File: src/rtl/dmxpm_pkg.sv
// Shared types, codes and constants of the DMX to pixel mapper.
// Used by dmxpm_ctrl, dmxpm_dp and dmx_to_pixel_mapper_core; depends on nothing.
package dmxpm_pkg;

   localparam int UNIVERSE_BYTES = 512;
   localparam int SLOT_W = 10;
   localparam int GROUP_W = 11;
   localparam int GRP_W = 7;
   // A physical pixel index can reach 2047 * 64, which needs 17 bits.
   localparam int PHYS_W = 18;

   // write_kind codes
   localparam logic [1:0] WK_RTZ3 = 2'd0;
   localparam logic [1:0] WK_RTZ4 = 2'd1;
   localparam logic [1:0] WK_WS2801 = 2'd2;
   localparam logic [1:0] WK_WORD = 2'd3;

   // pixel_kind codes
   localparam logic [1:0] PK_RTZ = 2'd0;
   localparam logic [1:0] PK_WS2801 = 2'd1;
   localparam logic [1:0] PK_APA102 = 2'd2;
   localparam logic [1:0] PK_P9813 = 2'd3;

   localparam logic [7:0] P9813_MARK = 8'hC0;

   // Register indexes
   localparam logic [2:0] REG_UNIVERSES = 3'd0;
   localparam logic [2:0] REG_CHANNELS = 3'd1;
   localparam logic [2:0] REG_GROUPING = 3'd2;
   localparam logic [2:0] REG_GROUP_COUNT = 3'd3;
   localparam logic [2:0] REG_COLOUR_ORDER = 3'd4;
   localparam logic [2:0] REG_PIXEL_KIND = 3'd5;
   localparam logic [2:0] REG_BRIGHTNESS = 3'd6;
   localparam logic [2:0] REG_BEGIN_TABLE = 3'd7;

   typedef struct packed {
      logic [4:0] port_index;
      logic       frame_start;
      logic [7:0] slot_byte;
   } req_type;

   typedef struct packed {
      logic [4:0]  output_index;
      logic [10:0] pixel_index;
      logic [1:0]  write_kind;
      logic [7:0]  byte_a;
      logic [7:0]  byte_b;
      logic [7:0]  byte_c;
      logic [7:0]  byte_d;
      logic        last_of_run;
   } rsp_type;

   typedef struct packed {
      logic [2:0]  universes_per_output;
      logic [2:0]  channels_per_pixel;
      logic [6:0]  grouping_count;
      logic [10:0] group_count;
      logic [2:0]  colour_order;
      logic [1:0]  pixel_kind;
      logic [7:0]  global_brightness;
      logic [47:0] begin_index_table;
   } cfg_type;

   localparam cfg_type CFG_RESET = '{
      universes_per_output: 3'd1,
      channels_per_pixel:   3'd3,
      grouping_count:       7'd1,
      group_count:          11'd170,
      colour_order:         3'd0,
      pixel_kind:           PK_RTZ,
      global_brightness:    8'd255,
      begin_index_table:    48'd0
   };

   // Commands from the controller to the datapath.
   typedef struct packed {
      logic capture;
      logic div_step;
      logic load_frame;
      logic slot;
      logic mul;
      logic emit;
   } cmd_type;

   // Status from the datapath to the controller.
   typedef struct packed {
      logic frame_start;
      logic div_last;
      logic slot_over;
      logic pixel_done;
      logic group_ok;
      logic phys_ok;
      logic out_free;
      logic last_word;
   } sts_type;

   // Source positions of red, green and blue for a colour order.
   function automatic logic [5:0] order_sel(input logic [2:0] order);
      logic [5:0] sel;
      case (order)
         3'd1: sel = {2'd0, 2'd2, 2'd1};
         3'd2: sel = {2'd1, 2'd0, 2'd2};
         3'd3: sel = {2'd2, 2'd0, 2'd1};
         3'd4: sel = {2'd1, 2'd2, 2'd0};
         3'd5: sel = {2'd2, 2'd1, 2'd0};
         default: sel = {2'd0, 2'd1, 2'd2};
      endcase
      return sel;
   endfunction

   function automatic logic [7:0] pick(input logic [1:0] sel, input logic [7:0] p0,
                                       input logic [7:0] p1, input logic [7:0] p2);
      logic [7:0] v;
      case (sel)
         2'd1: v = p1;
         2'd2: v = p2;
         default: v = p0;
      endcase
      return v;
   endfunction

endpackage

File: src/rtl/dmxpm_ctrl.sv
// Sequencing state machine of the DMX to pixel mapper.
// Uses dmxpm_pkg command and status types; drives dmxpm_dp.
module dmxpm_ctrl (
   input  logic                clock,
   input  logic                reset,
   input  logic                req_valid,
   input  dmxpm_pkg::sts_type  sts,
   output logic                req_ready,
   output dmxpm_pkg::cmd_type  cmd
);

   localparam logic [2:0] S_IDLE = 3'd0;
   localparam logic [2:0] S_DIV  = 3'd1;
   localparam logic [2:0] S_LOAD = 3'd2;
   localparam logic [2:0] S_SLOT = 3'd3;
   localparam logic [2:0] S_MUL  = 3'd4;
   localparam logic [2:0] S_EMIT = 3'd5;

   logic [2:0] state_ff;
   logic [2:0] state_in;

   always_comb begin
      state_in = state_ff;
      cmd = '0;
      req_ready = 1'b0;
      case (state_ff)
         S_IDLE: begin
            req_ready = 1'b1;
            if (req_valid) begin
               cmd.capture = 1'b1;
               state_in = req_valid ? S_SLOT : S_IDLE;
            end
         end
         S_DIV: begin
            cmd.div_step = 1'b1;
            if (sts.div_last) begin
               state_in = S_LOAD;
            end
         end
         S_LOAD: begin
            cmd.load_frame = 1'b1;
            state_in = S_SLOT;
         end
         S_SLOT: begin
            cmd.slot = 1'b1;
            if (sts.slot_over || !sts.pixel_done || !sts.group_ok) begin
               state_in = S_IDLE;
            end else begin
               state_in = S_MUL;
            end
         end
         S_MUL: begin
            cmd.mul = 1'b1;
            state_in = S_EMIT;
         end
         S_EMIT: begin
            if (!sts.phys_ok) begin
               state_in = S_IDLE;
            end else if (sts.out_free) begin
               cmd.emit = 1'b1;
               if (sts.last_word) begin
                  state_in = S_IDLE;
               end
            end
         end
         default: state_in = S_IDLE;
      endcase
      // A frame start first splits the port number in the divider.
      if (state_ff == S_IDLE && req_valid && sts.frame_start) begin
         state_in = S_DIV;
      end
   end

   always_ff @(posedge clock) begin
      if (reset) begin
         state_ff <= S_IDLE;
      end else begin
         state_ff <= state_in;
      end
   end

endmodule

File: src/rtl/dmxpm_dp.sv
// Datapath of the DMX to pixel mapper: divider, pixel gathering, write generation.
// Uses dmxpm_pkg; commanded by dmxpm_ctrl.
module dmxpm_dp #(
   parameter int MAX_PIXELS = 1024,
   parameter int MAX_GROUPING = 64
) (
   input  logic                clock,
   input  logic                reset,
   input  dmxpm_pkg::cfg_type  cfg,
   input  dmxpm_pkg::req_type  req_data,
   input  dmxpm_pkg::cmd_type  cmd,
   input  logic                rsp_ready,
   output dmxpm_pkg::sts_type  sts,
   output logic                rsp_valid,
   output dmxpm_pkg::rsp_type  rsp_data
);

   localparam int PW = dmxpm_pkg::PHYS_W;
   localparam int GW = dmxpm_pkg::GRP_W;
   localparam logic [PW-1:0] MAX_PIX = PW'(MAX_PIXELS);
   localparam logic [GW-1:0] MAX_GRP = GW'(MAX_GROUPING);
   localparam logic [dmxpm_pkg::SLOT_W-1:0] SLOT_END =
      dmxpm_pkg::SLOT_W'(dmxpm_pkg::UNIVERSE_BYTES);

   dmxpm_pkg::req_type in_ff, in_in;
   logic [2:0] div_cnt_ff, div_cnt_in;
   logic [2:0] div_rem_ff, div_rem_in;
   logic [4:0] div_quo_ff, div_quo_in;
   logic [dmxpm_pkg::SLOT_W-1:0] slot_ff, slot_in;
   logic [dmxpm_pkg::GROUP_W-1:0] group_ff, group_in;
   logic [7:0] pb_ff [3];
   logic [7:0] pb_in [3];
   logic [1:0] bg_ff, bg_in;
   logic [4:0] outsel_ff, outsel_in;
   logic [1:0] kind_ff, kind_in;
   logic [7:0] wa_ff, wa_in, wb_ff, wb_in, wc_ff, wc_in, wd_ff, wd_in;
   logic [PW-1:0] phys_ff, phys_in;
   logic [GW-1:0] k_ff, k_in, grp_ff, grp_in;
   logic rsp_valid_ff, rsp_valid_in;
   dmxpm_pkg::rsp_type rsp_ff, rsp_in;

   logic [2:0] u_eff;
   logic [3:0] r4;
   logic ge;
   logic [11:0] begin_idx;
   logic [2:0] cpp;
   logic pixel_done;
   logic [5:0] sel;
   logic [7:0] red, grn, blu;
   logic [GW-1:0] grp;
   logic [PW-1:0] phys_plus;
   logic [PW-1:0] pix_index;
   logic last_word;

   always_comb begin
      u_eff = (cfg.universes_per_output == 3'd0) ? 3'd1 : cfg.universes_per_output;
      r4 = {div_rem_ff, in_ff.port_index[div_cnt_ff]};
      ge = r4 >= {1'b0, u_eff};
      case (div_rem_ff[1:0])
         2'd1: begin_idx = cfg.begin_index_table[23:12];
         2'd2: begin_idx = cfg.begin_index_table[35:24];
         2'd3: begin_idx = cfg.begin_index_table[47:36];
         default: begin_idx = cfg.begin_index_table[11:0];
      endcase
      cpp = (cfg.channels_per_pixel == 3'd4) ? 3'd4 : 3'd3;
      pixel_done = !((3'({1'b0, bg_ff}) + 3'd1) < cpp);
      sel = dmxpm_pkg::order_sel(cfg.colour_order);
      red = dmxpm_pkg::pick(sel[5:4], pb_ff[0], pb_ff[1], in_ff.slot_byte);
      grn = dmxpm_pkg::pick(sel[3:2], pb_ff[0], pb_ff[1], in_ff.slot_byte);
      blu = dmxpm_pkg::pick(sel[1:0], pb_ff[0], pb_ff[1], in_ff.slot_byte);
      grp = (cfg.grouping_count == 7'd0) ? 7'd1 : cfg.grouping_count;
      if (grp > MAX_GRP) begin
         grp = MAX_GRP;
      end
      phys_plus = phys_ff + PW'(1);
      pix_index = (kind_ff == dmxpm_pkg::WK_WORD) ? phys_plus : phys_ff;
      last_word = (k_ff == grp_ff - GW'(1)) || (phys_plus >= MAX_PIX);
   end

   always_comb begin
      in_in = in_ff;
      div_cnt_in = div_cnt_ff;
      div_rem_in = div_rem_ff;
      div_quo_in = div_quo_ff;
      slot_in = slot_ff;
      group_in = group_ff;
      pb_in = pb_ff;
      bg_in = bg_ff;
      outsel_in = outsel_ff;
      kind_in = kind_ff;
      wa_in = wa_ff;
      wb_in = wb_ff;
      wc_in = wc_ff;
      wd_in = wd_ff;
      phys_in = phys_ff;
      k_in = k_ff;
      grp_in = grp_ff;
      rsp_in = rsp_ff;
      rsp_valid_in = rsp_valid_ff && !rsp_ready;

      if (cmd.capture) begin
         in_in = req_data;
         div_cnt_in = 3'd4;
         div_rem_in = 3'd0;
         div_quo_in = 5'd0;
      end

      // Restoring division, one quotient bit per step, most significant first.
      if (cmd.div_step) begin
         div_rem_in = ge ? 3'(r4 - {1'b0, u_eff}) : r4[2:0];
         div_quo_in[div_cnt_ff] = ge;
         div_cnt_in = div_cnt_ff - 3'd1;
      end

      if (cmd.load_frame) begin
         outsel_in = div_quo_ff;
         group_in = (begin_idx < {1'b0, cfg.group_count}) ? begin_idx[10:0]
                                                          : cfg.group_count;
         slot_in = '0;
         bg_in = 2'd0;
         pb_in = '{default: 8'd0};
      end

      if (cmd.slot && (slot_ff < SLOT_END)) begin
         slot_in = slot_ff + dmxpm_pkg::SLOT_W'(1);
         if (!pixel_done) begin
            pb_in[bg_ff] = in_ff.slot_byte;
            bg_in = bg_ff + 2'd1;
         end else begin
            pb_in = '{default: 8'd0};
            bg_in = 2'd0;
            if (cpp == 3'd4) begin
               kind_in = dmxpm_pkg::WK_RTZ4;
               wa_in = pb_ff[0];
               wb_in = pb_ff[1];
               wc_in = pb_ff[2];
               wd_in = in_ff.slot_byte;
            end else begin
               case (cfg.pixel_kind)
                  dmxpm_pkg::PK_RTZ, dmxpm_pkg::PK_WS2801: begin
                     kind_in = (cfg.pixel_kind == dmxpm_pkg::PK_RTZ) ?
                               dmxpm_pkg::WK_RTZ3 : dmxpm_pkg::WK_WS2801;
                     wa_in = red;
                     wb_in = grn;
                     wc_in = blu;
                     wd_in = 8'd0;
                  end
                  default: begin
                     kind_in = dmxpm_pkg::WK_WORD;
                     wb_in = blu;
                     wc_in = grn;
                     wd_in = red;
                     if (cfg.pixel_kind == dmxpm_pkg::PK_APA102) begin
                        wa_in = cfg.global_brightness;
                     end else begin
                        wa_in = dmxpm_pkg::P9813_MARK |
                                {2'b00, ~blu[7:6], ~grn[7:6], ~red[7:6]};
                     end
                  end
               endcase
            end
         end
      end

      if (cmd.mul) begin
         phys_in = PW'(group_ff) * PW'(grp);
         grp_in = grp;
         k_in = '0;
         group_in = group_ff + dmxpm_pkg::GROUP_W'(1);
      end

      if (cmd.emit) begin
         rsp_valid_in = 1'b1;
         rsp_in.output_index = outsel_ff;
         rsp_in.pixel_index = pix_index[10:0];
         rsp_in.write_kind = kind_ff;
         rsp_in.byte_a = wa_ff;
         rsp_in.byte_b = wb_ff;
         rsp_in.byte_c = wc_ff;
         rsp_in.byte_d = wd_ff;
         rsp_in.last_of_run = last_word;
         phys_in = phys_plus;
         k_in = k_ff + GW'(1);
      end
   end

   always_ff @(posedge clock) begin
      if (reset) begin
         slot_ff <= '0;
         group_ff <= '0;
         pb_ff <= '{default: 8'd0};
         bg_ff <= 2'd0;
         outsel_ff <= 5'd0;
         rsp_valid_ff <= 1'b0;
         div_cnt_ff <= 3'd0;
      end else begin
         slot_ff <= slot_in;
         group_ff <= group_in;
         pb_ff <= pb_in;
         bg_ff <= bg_in;
         outsel_ff <= outsel_in;
         rsp_valid_ff <= rsp_valid_in;
         div_cnt_ff <= div_cnt_in;
      end
   end

   always_ff @(posedge clock) begin
      in_ff <= in_in;
      div_rem_ff <= div_rem_in;
      div_quo_ff <= div_quo_in;
      kind_ff <= kind_in;
      wa_ff <= wa_in;
      wb_ff <= wb_in;
      wc_ff <= wc_in;
      wd_ff <= wd_in;
      phys_ff <= phys_in;
      k_ff <= k_in;
      grp_ff <= grp_in;
      rsp_ff <= rsp_in;
   end

   always_comb begin
      sts.frame_start = req_data.frame_start;
      sts.div_last = (div_cnt_ff == 3'd0);
      sts.slot_over = (slot_ff >= SLOT_END);
      sts.pixel_done = pixel_done;
      sts.group_ok = (group_ff < cfg.group_count);
      sts.phys_ok = (phys_ff < MAX_PIX);
      sts.out_free = !rsp_valid_ff || rsp_ready;
      sts.last_word = last_word;
   end

   assign rsp_valid = rsp_valid_ff;
   assign rsp_data = rsp_ff;

endmodule

File: src/rtl/dmx_to_pixel_mapper_core.sv
// Top level of the DMX to pixel mapper: register file, controller and datapath.
// Depends on dmxpm_pkg, dmxpm_ctrl and dmxpm_dp.
//
// Usage: DMX slot words enter on the req_ channel (valid/ready), each tagged with
// its port number and a frame-start mark. Pixel write words leave on the rsp_
// channel (valid/ready); the last write of each grouping run carries last_of_run.
// Configuration registers sit on an APB-style port at byte address 8*i, 64-bit
// data; writes are meant to happen only while the block is idle.
// Timing: the block works on one input word at a time. A word that does not
// finish a pixel passes through capture and the slot step. A frame-start word
// first goes through the five-step restoring divider that splits the port and a
// load step. A word that finishes a pixel then goes through a multiply step and
// issues its writes one after another.
// Results go through an output register: a new input word is accepted while the
// last write still waits there. When the receiver stalls, write generation
// waits on that register and input acceptance stops until the run is out.
// Reset returns all configuration registers to their defaults and clears the frame state.
module dmx_to_pixel_mapper_core #(
   parameter int MAX_PIXELS = 1024,
   parameter int MAX_GROUPING = 64
) (
   input  logic                clock,
   input  logic                reset,
   input  logic                req_valid,
   output logic                req_ready,
   input  dmxpm_pkg::req_type  req_data,
   output logic                rsp_valid,
   input  logic                rsp_ready,
   output dmxpm_pkg::rsp_type  rsp_data,
   input  logic                psel,
   input  logic                penable,
   input  logic                pwrite,
   input  logic [5:0]          paddr,
   input  logic [63:0]         pwdata,
   output logic [63:0]         prdata,
   output logic                pready
);

   dmxpm_pkg::cfg_type cfg_ff;
   dmxpm_pkg::cfg_type cfg_in;
   dmxpm_pkg::cmd_type cmd;
   dmxpm_pkg::sts_type sts;
   logic cfg_write;

   assign pready = 1'b1;
   assign cfg_write = psel && penable && pwrite && pready;

   // Register writes; only the low bits of each register are kept.
   always_comb begin
      cfg_in = cfg_ff;
      if (cfg_write) begin
         case (paddr[5:3])
            dmxpm_pkg::REG_UNIVERSES:    cfg_in.universes_per_output = pwdata[2:0];
            dmxpm_pkg::REG_CHANNELS:     cfg_in.channels_per_pixel = pwdata[2:0];
            dmxpm_pkg::REG_GROUPING:     cfg_in.grouping_count = pwdata[6:0];
            dmxpm_pkg::REG_GROUP_COUNT:  cfg_in.group_count = pwdata[10:0];
            dmxpm_pkg::REG_COLOUR_ORDER: cfg_in.colour_order = pwdata[2:0];
            dmxpm_pkg::REG_PIXEL_KIND:   cfg_in.pixel_kind = pwdata[1:0];
            dmxpm_pkg::REG_BRIGHTNESS:   cfg_in.global_brightness = pwdata[7:0];
            dmxpm_pkg::REG_BEGIN_TABLE:  cfg_in.begin_index_table = pwdata[47:0];
            default: cfg_in = cfg_ff;
         endcase
      end
   end

   always_ff @(posedge clock) begin
      if (reset) begin
         cfg_ff <= dmxpm_pkg::CFG_RESET;
      end else begin
         cfg_ff <= cfg_in;
      end
   end

   // Read-back of the register that paddr selects.
   always_comb begin
      case (paddr[5:3])
         dmxpm_pkg::REG_UNIVERSES:    prdata = 64'(cfg_ff.universes_per_output);
         dmxpm_pkg::REG_CHANNELS:     prdata = 64'(cfg_ff.channels_per_pixel);
         dmxpm_pkg::REG_GROUPING:     prdata = 64'(cfg_ff.grouping_count);
         dmxpm_pkg::REG_GROUP_COUNT:  prdata = 64'(cfg_ff.group_count);
         dmxpm_pkg::REG_COLOUR_ORDER: prdata = 64'(cfg_ff.colour_order);
         dmxpm_pkg::REG_PIXEL_KIND:   prdata = 64'(cfg_ff.pixel_kind);
         dmxpm_pkg::REG_BRIGHTNESS:   prdata = 64'(cfg_ff.global_brightness);
         dmxpm_pkg::REG_BEGIN_TABLE:  prdata = 64'(cfg_ff.begin_index_table);
         default: prdata = 64'd0;
      endcase
   end

   dmxpm_ctrl u_ctrl (
      .clock     (clock),
      .reset     (reset),
      .req_valid (req_valid),
      .sts       (sts),
      .req_ready (req_ready),
      .cmd       (cmd)
   );

   dmxpm_dp #(
      .MAX_PIXELS   (MAX_PIXELS),
      .MAX_GROUPING (MAX_GROUPING)
   ) u_dp (
      .clock     (clock),
      .reset     (reset),
      .cfg       (cfg_ff),
      .req_data  (req_data),
      .cmd       (cmd),
      .rsp_ready (rsp_ready),
      .sts       (sts),
      .rsp_valid (rsp_valid),
      .rsp_data  (rsp_data)
   );

`ifndef SYNTHESIS
   // A write is only generated into a free output register and below the pixel limit.
   a_emit_safe: assert property (@(posedge clock) disable iff (reset)
      cmd.emit |-> (sts.out_free && sts.phys_ok))
      else $error("write generated into a busy output register or past the limit");

   // The controller issues at most one command per cycle.
   a_one_cmd: assert property (@(posedge clock) disable iff (reset)
      $onehot0({cmd.capture, cmd.div_step, cmd.load_frame, cmd.slot, cmd.mul, cmd.emit}))
      else $error("more than one datapath command in a cycle");

   // An accepted word is processed before the next one is taken.
   a_one_word: assert property (@(posedge clock) disable iff (reset)
      (req_valid && req_ready) |=> !req_ready)
      else $error("input word accepted in back-to-back cycles");
`endif

endmodule
File: config.mk
export PLATFORM = sky130hd
export DESIGN_NAME = dmx_to_pixel_mapper_core
export DESIGN_NICKNAME = d
export VERILOG_FILES = /design/src/rtl/dmxpm_pkg.sv /design/src/rtl/dmxpm_ctrl.sv /design/src/rtl/dmxpm_dp.sv /design/src/rtl/dmx_to_pixel_mapper_core.sv
export SDC_FILE = /design/constraint.sdc
export NUM_CORES = 1
export LEC_CHECK = 0
export ABC_AREA = 1
export BUFFER_PORTS_ARGS = -buffer_cell sky130_fd_sc_hd__buf_2
export CAP_MARGIN = 30
export CORE_ASPECT_RATIO = 1.25
export CORE_UTILIZATION = 56
export CTS_CLUSTER_DIAMETER = 100
export DETAILED_ROUTE_END_ITERATION = 10
export HOLD_SLACK_MARGIN = 0.03
export PLACE_DENSITY = 0.78
export SETUP_SLACK_MARGIN = 0.1
export SLEW_MARGIN = 20
export SYNTH_ARGS = -nofsm -noshare
export SYNTH_HDL_FRONTEND = slang
export SYNTH_SLANG_ARGS = --single-unit
File: constraint.sdc
create_clock -name clock -period 6.5 [get_ports clock]
set_input_delay 1.3 -clock clock [delete_from_list [all_inputs] [get_ports clock]]
set_output_delay 1.3 -clock clock [all_outputs]
set_load 0.01 [all_outputs]
==> results of run 1 <==
[synthesized netlist by cell type, types with 2 or more instances]
| master | n | area (sq um) |
|---|---|---|
| or2_2 | 3 | 18.8 |
| xnor2_1 | 9 | 78.8 |
| a21oi_1 | 107 | 536 |
| ha_1 | 76 | 951 |
| nor3b_1 | 3 | 22.5 |
| fa_1 | 45 | 901 |
| nor3_1 | 18 | 90.1 |
| xor2_1 | 20 | 175 |
| inv_2 | 9 | 33.8 |
| nor4_1 | 3 | 18.8 |
| nand3b_1 | 2 | 15.0 |
| o21ai_0 | 164 | 821 |
| nand4_1 | 11 | 68.8 |
| nor2_1 | 244 | 916 |
| a22oi_1 | 9 | 67.6 |
| o221ai_1 | 34 | 298 |
| o22ai_1 | 39 | 244 |
| o21ai_1 | 43 | 215 |
| nand2_1 | 298 | 1120 |
| conb_1 | 2 | 7.51 |
| dfxtp_1 | 149 | 2980 |
| nor2_4 | 2 | 22.5 |
| buf_6 | 4 | 45.0 |
| buf_4 | 18 | 135 |
| inv_1 | 275 | 1030 |
| a21oi_2 | 30 | 263 |
| buf_2 | 11 | 55.1 |
| o21bai_1 | 2 | 15.0 |
| nor3_2 | 4 | 40.0 |
| a221oi_1 | 7 | 61.3 |
| a31oi_1 | 5 | 31.3 |
| clkbuf_1 | 45 | 169 |
| o211ai_1 | 15 | 113 |
| clkinv_1 | 7 | 26.3 |
| o21a_1 | 5 | 37.5 |
| a21o_1 | 3 | 22.5 |
| buf_1 | 2 | 7.51 |
| a211oi_1 | 12 | 90.1 |
| edfxtp_1 | 133 | 3990 |
| nand3_1 | 77 | 385 |
[where the power goes]
part | switching [mW] | internal (mW)
clock | 0.720 | 1.11
combinational | 0.440 | 0.226
sequential | 0.0659 | 1.92
total | 1.23 | 3.25
[routing by layer]
metal / GRT usage, % / vias up / share of wire [%]
met2: 48.7 / 559 / 48
met1: 32.6 / 6486 / 41
met3: 4.38 / 108 / 6.7
li1: - / 6818 / -
met5: 0 / - / 0.025
met4: 10.5 / 2 / 3.8
[path summary, 6_finish.rpt]
kind / start / to / slack [ns]
max: cfg_ff[75] / u_dp.phys_ff[14] / 0.88
min: u_dp.wb_ff[6] / u_dp.rsp_data[23] / 0.41
max reg2reg: cfg_ff[75] / u_dp.phys_ff[14] / 0.88
min reg2reg: u_dp.wb_ff[6] / u_dp.rsp_data[23] / 0.41
[sequential cells by signal (all words and copies together), names as in the netlist, 10 cells and up]
| name | count |
|---|---|
| u_dp.rsp_data | 51 |
| u_dp.phys_ff | 18 |
| u_dp.group_ff | 11 |
| u_dp.pb_ff | 24 |
| u_dp.in_ff | 13 |
| u_dp.slot_ff | 10 |
| cfg_ff | 85 |
[critical path, stage by stage, from the launching register on]
cell	delay (ns)
dfxtp_1	0.34
nor4_1	0.32
nand3_1	0.15
nand2_1	0.12
inv_1	0.07
nor2_1	0.25
inv_1	0.23
nor2_1	0.18
fa_1	0.45
fa_1	0.47
fa_1	0.55
inv_1	0.06
fa_1	0.53
inv_1	0.04
ha_1	0.34
a21o_1	0.18
a21oi_1	0.26
o21ai_0	0.19
a21boi_0	0.31
o21ai_0	0.15
nor2_1	0.11
nor2_1	0.05
[stage by stage]
stage,utilization [%],power (mW),instance area (sq um),hold slack [ns]
3_3_place_gp,60.6,2.65,17200,0.405
2_1_floorplan,-,2.49,16300,0.400
3_5_place_dp,60.6,2.67,17200,0.405
6_report,64.4,4.48,18300,0.412
5_1_grt,64.4,4.66,18300,0.421
4_1_cts,64.3,4.49,18300,0.414
[area by class of cell]
class                   instances  share of cell area (%)
clock buffers                  36                    4.33
clock inverters                16                    1.49
well taps                     355                    2.43
flip-flops and latches        282                    38.1
inverters                     291                    5.98
multi-input cells            1315                    42.5
repair buffers                181                    5.16
[kinds of logic after synthesis]
logic type               Yosys count
other                              2
flip-flops                       282
XOR/XNOR                          29
AO/OA/AOI/OAI                    478
AND/OR/NAND/NOR                  670
buffers and inverters            372
adder cells (fa/ha/maj)          121
==> out/results.tsv, run 1 <==
metric	value	unit
mostFrequentLayoutCells	nand2_1, inv_1, nor2_1, buf_2, o21ai_0	
async_reset_ff_share	0	%
coreArea	28400	sq um
endpoint_kind	flop	
final.fill_count	2341	
grtUsageTotal	27.2	%
antenna_found_initial	1	
synth_cells	1954	
clock_latency	0.58	ns
cap_violations	0	
grt_pass1_wl	64700	microns
rr_worst_depth	21	
synth_compound_area_share	17.5	%
hpwl	29500	microns
vias_per_cell	5.64	
synth.distinct_cells	49	
detail_route.wl_per_cell	16.1	microns
start_util	57.0	%
crit_type	flop to flop	
ys_ff_latch	282	
clk_path_buf_depth	3	
final_cells	2476	
synthAdderAreaFrac	11.4	%
cts_sinks	282	
synth_edf_count	133	
grt_overflow	0	
placedCellCount	2422	
cts_tree	built	
htreeDepth	1	
design.die.area	29600	sq um
seq_area_frac_synth	43.1	%
hold_violations	0	
gp_congestion	0.929	
grt_max_degree	93	
num_rows	69	
worst_setup_path_start_kind	flop	
die_y	192	microns
ant_nets	0	
route.detailed.drc	0	
synth-xor-area-share	1.57	%
antenna_cells	0	
cts-root-buf	clkbuf_16	
nNetsFinal	2311	
syn_area	16200	sq um
hold_path_class	flop to flop	
grt_setup_unrepaired	no	
slew_headroom	37.4	%
hold_depth	0	
finalCriticalPeriod	5.62	ns
vias	14000	
clock.fmax	178	MHz
drive_gt1_share	13.3	%
worst_slew_pin_slew	0.929	ns
cts_resized	0	
multi_input_area	7770	sq um
cts_hold_buf	0	
crit_required	6.82	ns
clkTransAtPathRegs	0.06	ns
p_per_area	245	nW/um^2
tns	0	ns
synth_top_family_by_area	compound AO/OA/AOI/OAI gates	
fin_crit_sh	86.4	%
synth.area.mux_share	0	%
grt_pass1_vias	13300	
place_ws	0.951	ns
peakVddDrop	0.196	mV
drt_iter0_drc	1037	
dr.pass1.iters	6	
numCtsBuffers	28	
mostFrequentLayoutCell	nand2_1	
fin_ws	0.882	ns
clock_skew	0.0263	ns
num_io_pins	209	
status	finished, final reports clean	
yosys.area_share.simple	17.0	%
report.final.slew_viol_count	0	
seq_area	6980	sq um
portBuffers	172	
finalWirelength	39800	microns
path_max_fanout	8	
syn_area_per_cell	8.29	sq um
syn_to_final_growth	12.9	%
p_leak	8.00	nW
ys_warn_count	0	
die_w	154	microns
arrival	5.94	ns
synthFlopType	dfxtp_1	
setup_violations	0	
post-cts-setup-buffer-count	0	
No activity file was read; power rests on OpenSTA's default activity.
==> inputs of run 2 (changes only) <==
--- a/config.mk
+++ b/config.mk
@@ -9,11 +9,12 @@
 export BUFFER_PORTS_ARGS = -buffer_cell sky130_fd_sc_hd__buf_2
 export CAP_MARGIN = 30
 export CORE_ASPECT_RATIO = 1.25
-export CORE_UTILIZATION = 56
+export CORE_UTILIZATION = 59
 export CTS_CLUSTER_DIAMETER = 100
 export DETAILED_ROUTE_END_ITERATION = 10
 export HOLD_SLACK_MARGIN = 0.03
-export PLACE_DENSITY = 0.78
+export PLACE_DENSITY = 0.81
+export REMOVE_ABC_BUFFERS = 1
 export SETUP_SLACK_MARGIN = 0.1
 export SLEW_MARGIN = 20
 export SYNTH_ARGS = -nofsm -noshare
==> run 2 against run 1 <==
Effect of this change: clock skew fell by 0.012 ns; largest power group unchanged; wire length about the same; clock power fell by 9%; first-iteration DRC count up 4.5%; utilization increased by 3.1 points; die area down 5.0%; clock-buffer cell count is 4 higher; worst hold slack gained 0.0054 ns.
==> out/results.tsv, run 2 (synthesis gave the netlist of run 1 again) <==
metric	value	unit
path_cells	nor4_1 > nand3_1 > nand2_1 > inv_1 > nor2_1 > inv_1 > nor2_1 > fa_1 > fa_1 > fa_1 > inv_1 > fa_1 > inv_1 > ha_1 > a21o_1 > a21oi_1 > o21ai_0 > a21boi_0 > o21ai_0 > nor2_1 > nor2_1	
vias	14000	
p_per_area	237	nW/um^2
post-cts-setup-buffer-count	0	
coreArea	26900	sq um
tns	0	ns
grt_setup_unrepaired	no	
peakVddDrop	0.232	mV
p_leak	7.97	nW
cts_sinks	282	
crit_type	flop to flop	
regMostFlops	cfg_ff	
dpl_cell_area	17200	sq um
clock.fmax	179	MHz
clk_path_buf_depth	3	
grt_pass1_wl	65200	microns
finalCriticalPeriod	5.60	ns
portBuffers	172	
grt_max_degree	82	
setup_violations	0	
die_y	187	microns
drt_iter0_drc	1084	
endpoint_kind	flop	
status	finished, final reports clean	
slowest_stage	fa_1	
hold_violations	0	
antenna_cells	0	
slew_headroom	33.9	%
finalInstanceArea	18200	sq um
finalHoldWorstSlack	0.417	ns
worst_setup_path_start_kind	flop	
nNetsFinal	2313	
clkTransAtPathRegs	0.06	ns
cts_resized	0	
path_max_fanout	8	
numCtsBuffers	29	
cts-root-buf	clkbuf_16	
mostFrequentLayoutCells	nand2_1, inv_1, nor2_1, buf_2, o21ai_0	
finalWirelength	39900	microns
grt_overflow	0	
clock_skew	0.0144	ns
arrival	5.92	ns
hold_depth	0	
grtUsageTotal	28.7	%
cts_hold_buf	0	
max_stage_delay	0.55	ns
die_w	150	microns
clock_latency	0.57	ns
rr_worst_depth	21	
worst_slew_pin_slew	0.981	ns
dr.pass1.iters	6	
antenna_found_initial	0	
design.die.area	28100	sq um
gp_congestion	0.898	
grt_pass1_vias	13600	
power.total	4.31	mW
drive_gt1_share	13.3	%
start_util	60.2	%
place_ws	0.974	ns
hpwl	29500	microns
syn_to_final_growth	12.2	%
hold_path_class	flop to flop	
fin_ws	0.899	ns
route.detailed.drc	0	
htreeDepth	1	
detail_route.wl_per_cell	16.2	microns
cap_violations	0	
fin_crit_sh	86.2	%
vias_per_cell	5.69	
report.final.slew_viol_count	0	
largest_reg_flops	85	
num_io_pins	209	
mostFrequentLayoutCell	nand2_1	
num_rows	67	
crit_required	6.82	ns
cts_tree	built	
ant_nets	0	
-- run 2: through the flow --
step / std cells / utilization, %
finish: 2468 / 67.5
global placement: 2414 / 63.9
CTS: 2467 / 67.5
detailed placement: 2414 / 63.9
floorplan: 1888 / -
global route: 2468 / 67.5
-- run 2: path summary, 6_finish.rpt --
kind / from / end / slack [ns]
worst min-delay path: u_dp.wc_ff[2] / u_dp.rsp_data[11] / 0.42
worst max-delay path: cfg_ff[75] / u_dp.phys_ff[14] / 0.90
worst min register to register: u_dp.wc_ff[2] / u_dp.rsp_data[11] / 0.42
worst max register to register: cfg_ff[75] / u_dp.phys_ff[14] / 0.90
-- run 2: per-layer routing --
layer	routed length (microns)	GRT usage (%)
met5	0	0
met4	1790	12.9
met3	2800	4.80
met2	19200	49.2
met1	16100	35.0
-- run 2: area by class of cell --
| type | count | area, sq um |
|---|---|---|
| fill | 2134 | 8740 |
| multi-input combinational | 1315 | 7770 |
| sequential | 282 | 6980 |
| inverter | 291 | 1090 |
| timing repair buffer | 182 | 943 |
| clock buffer | 40 | 818 |
| tap | 345 | 432 |
| clock inverter | 13 | 134 |
-- run 2: where the power goes --
part	internal [mW]	switching (mW)	leakage, nW
sequential	1.92	0.0659	2.44
clock	0.962	0.706	0.478
combinational	0.227	0.436	5.05
-- run 2: critical path: cells and delay by family, from the launching register on --
| family | cells | cell delay, ns |
|---|---|---|
| AOI/OAI and AO/OA | 5 | 1.06 |
| adders and majority gates | 5 | 2.36 |
| buffers and inverters | 4 | 0.40 |
| DFF | 1 | 0.35 |
| and+or+nand+nor | 7 | 1.19 |
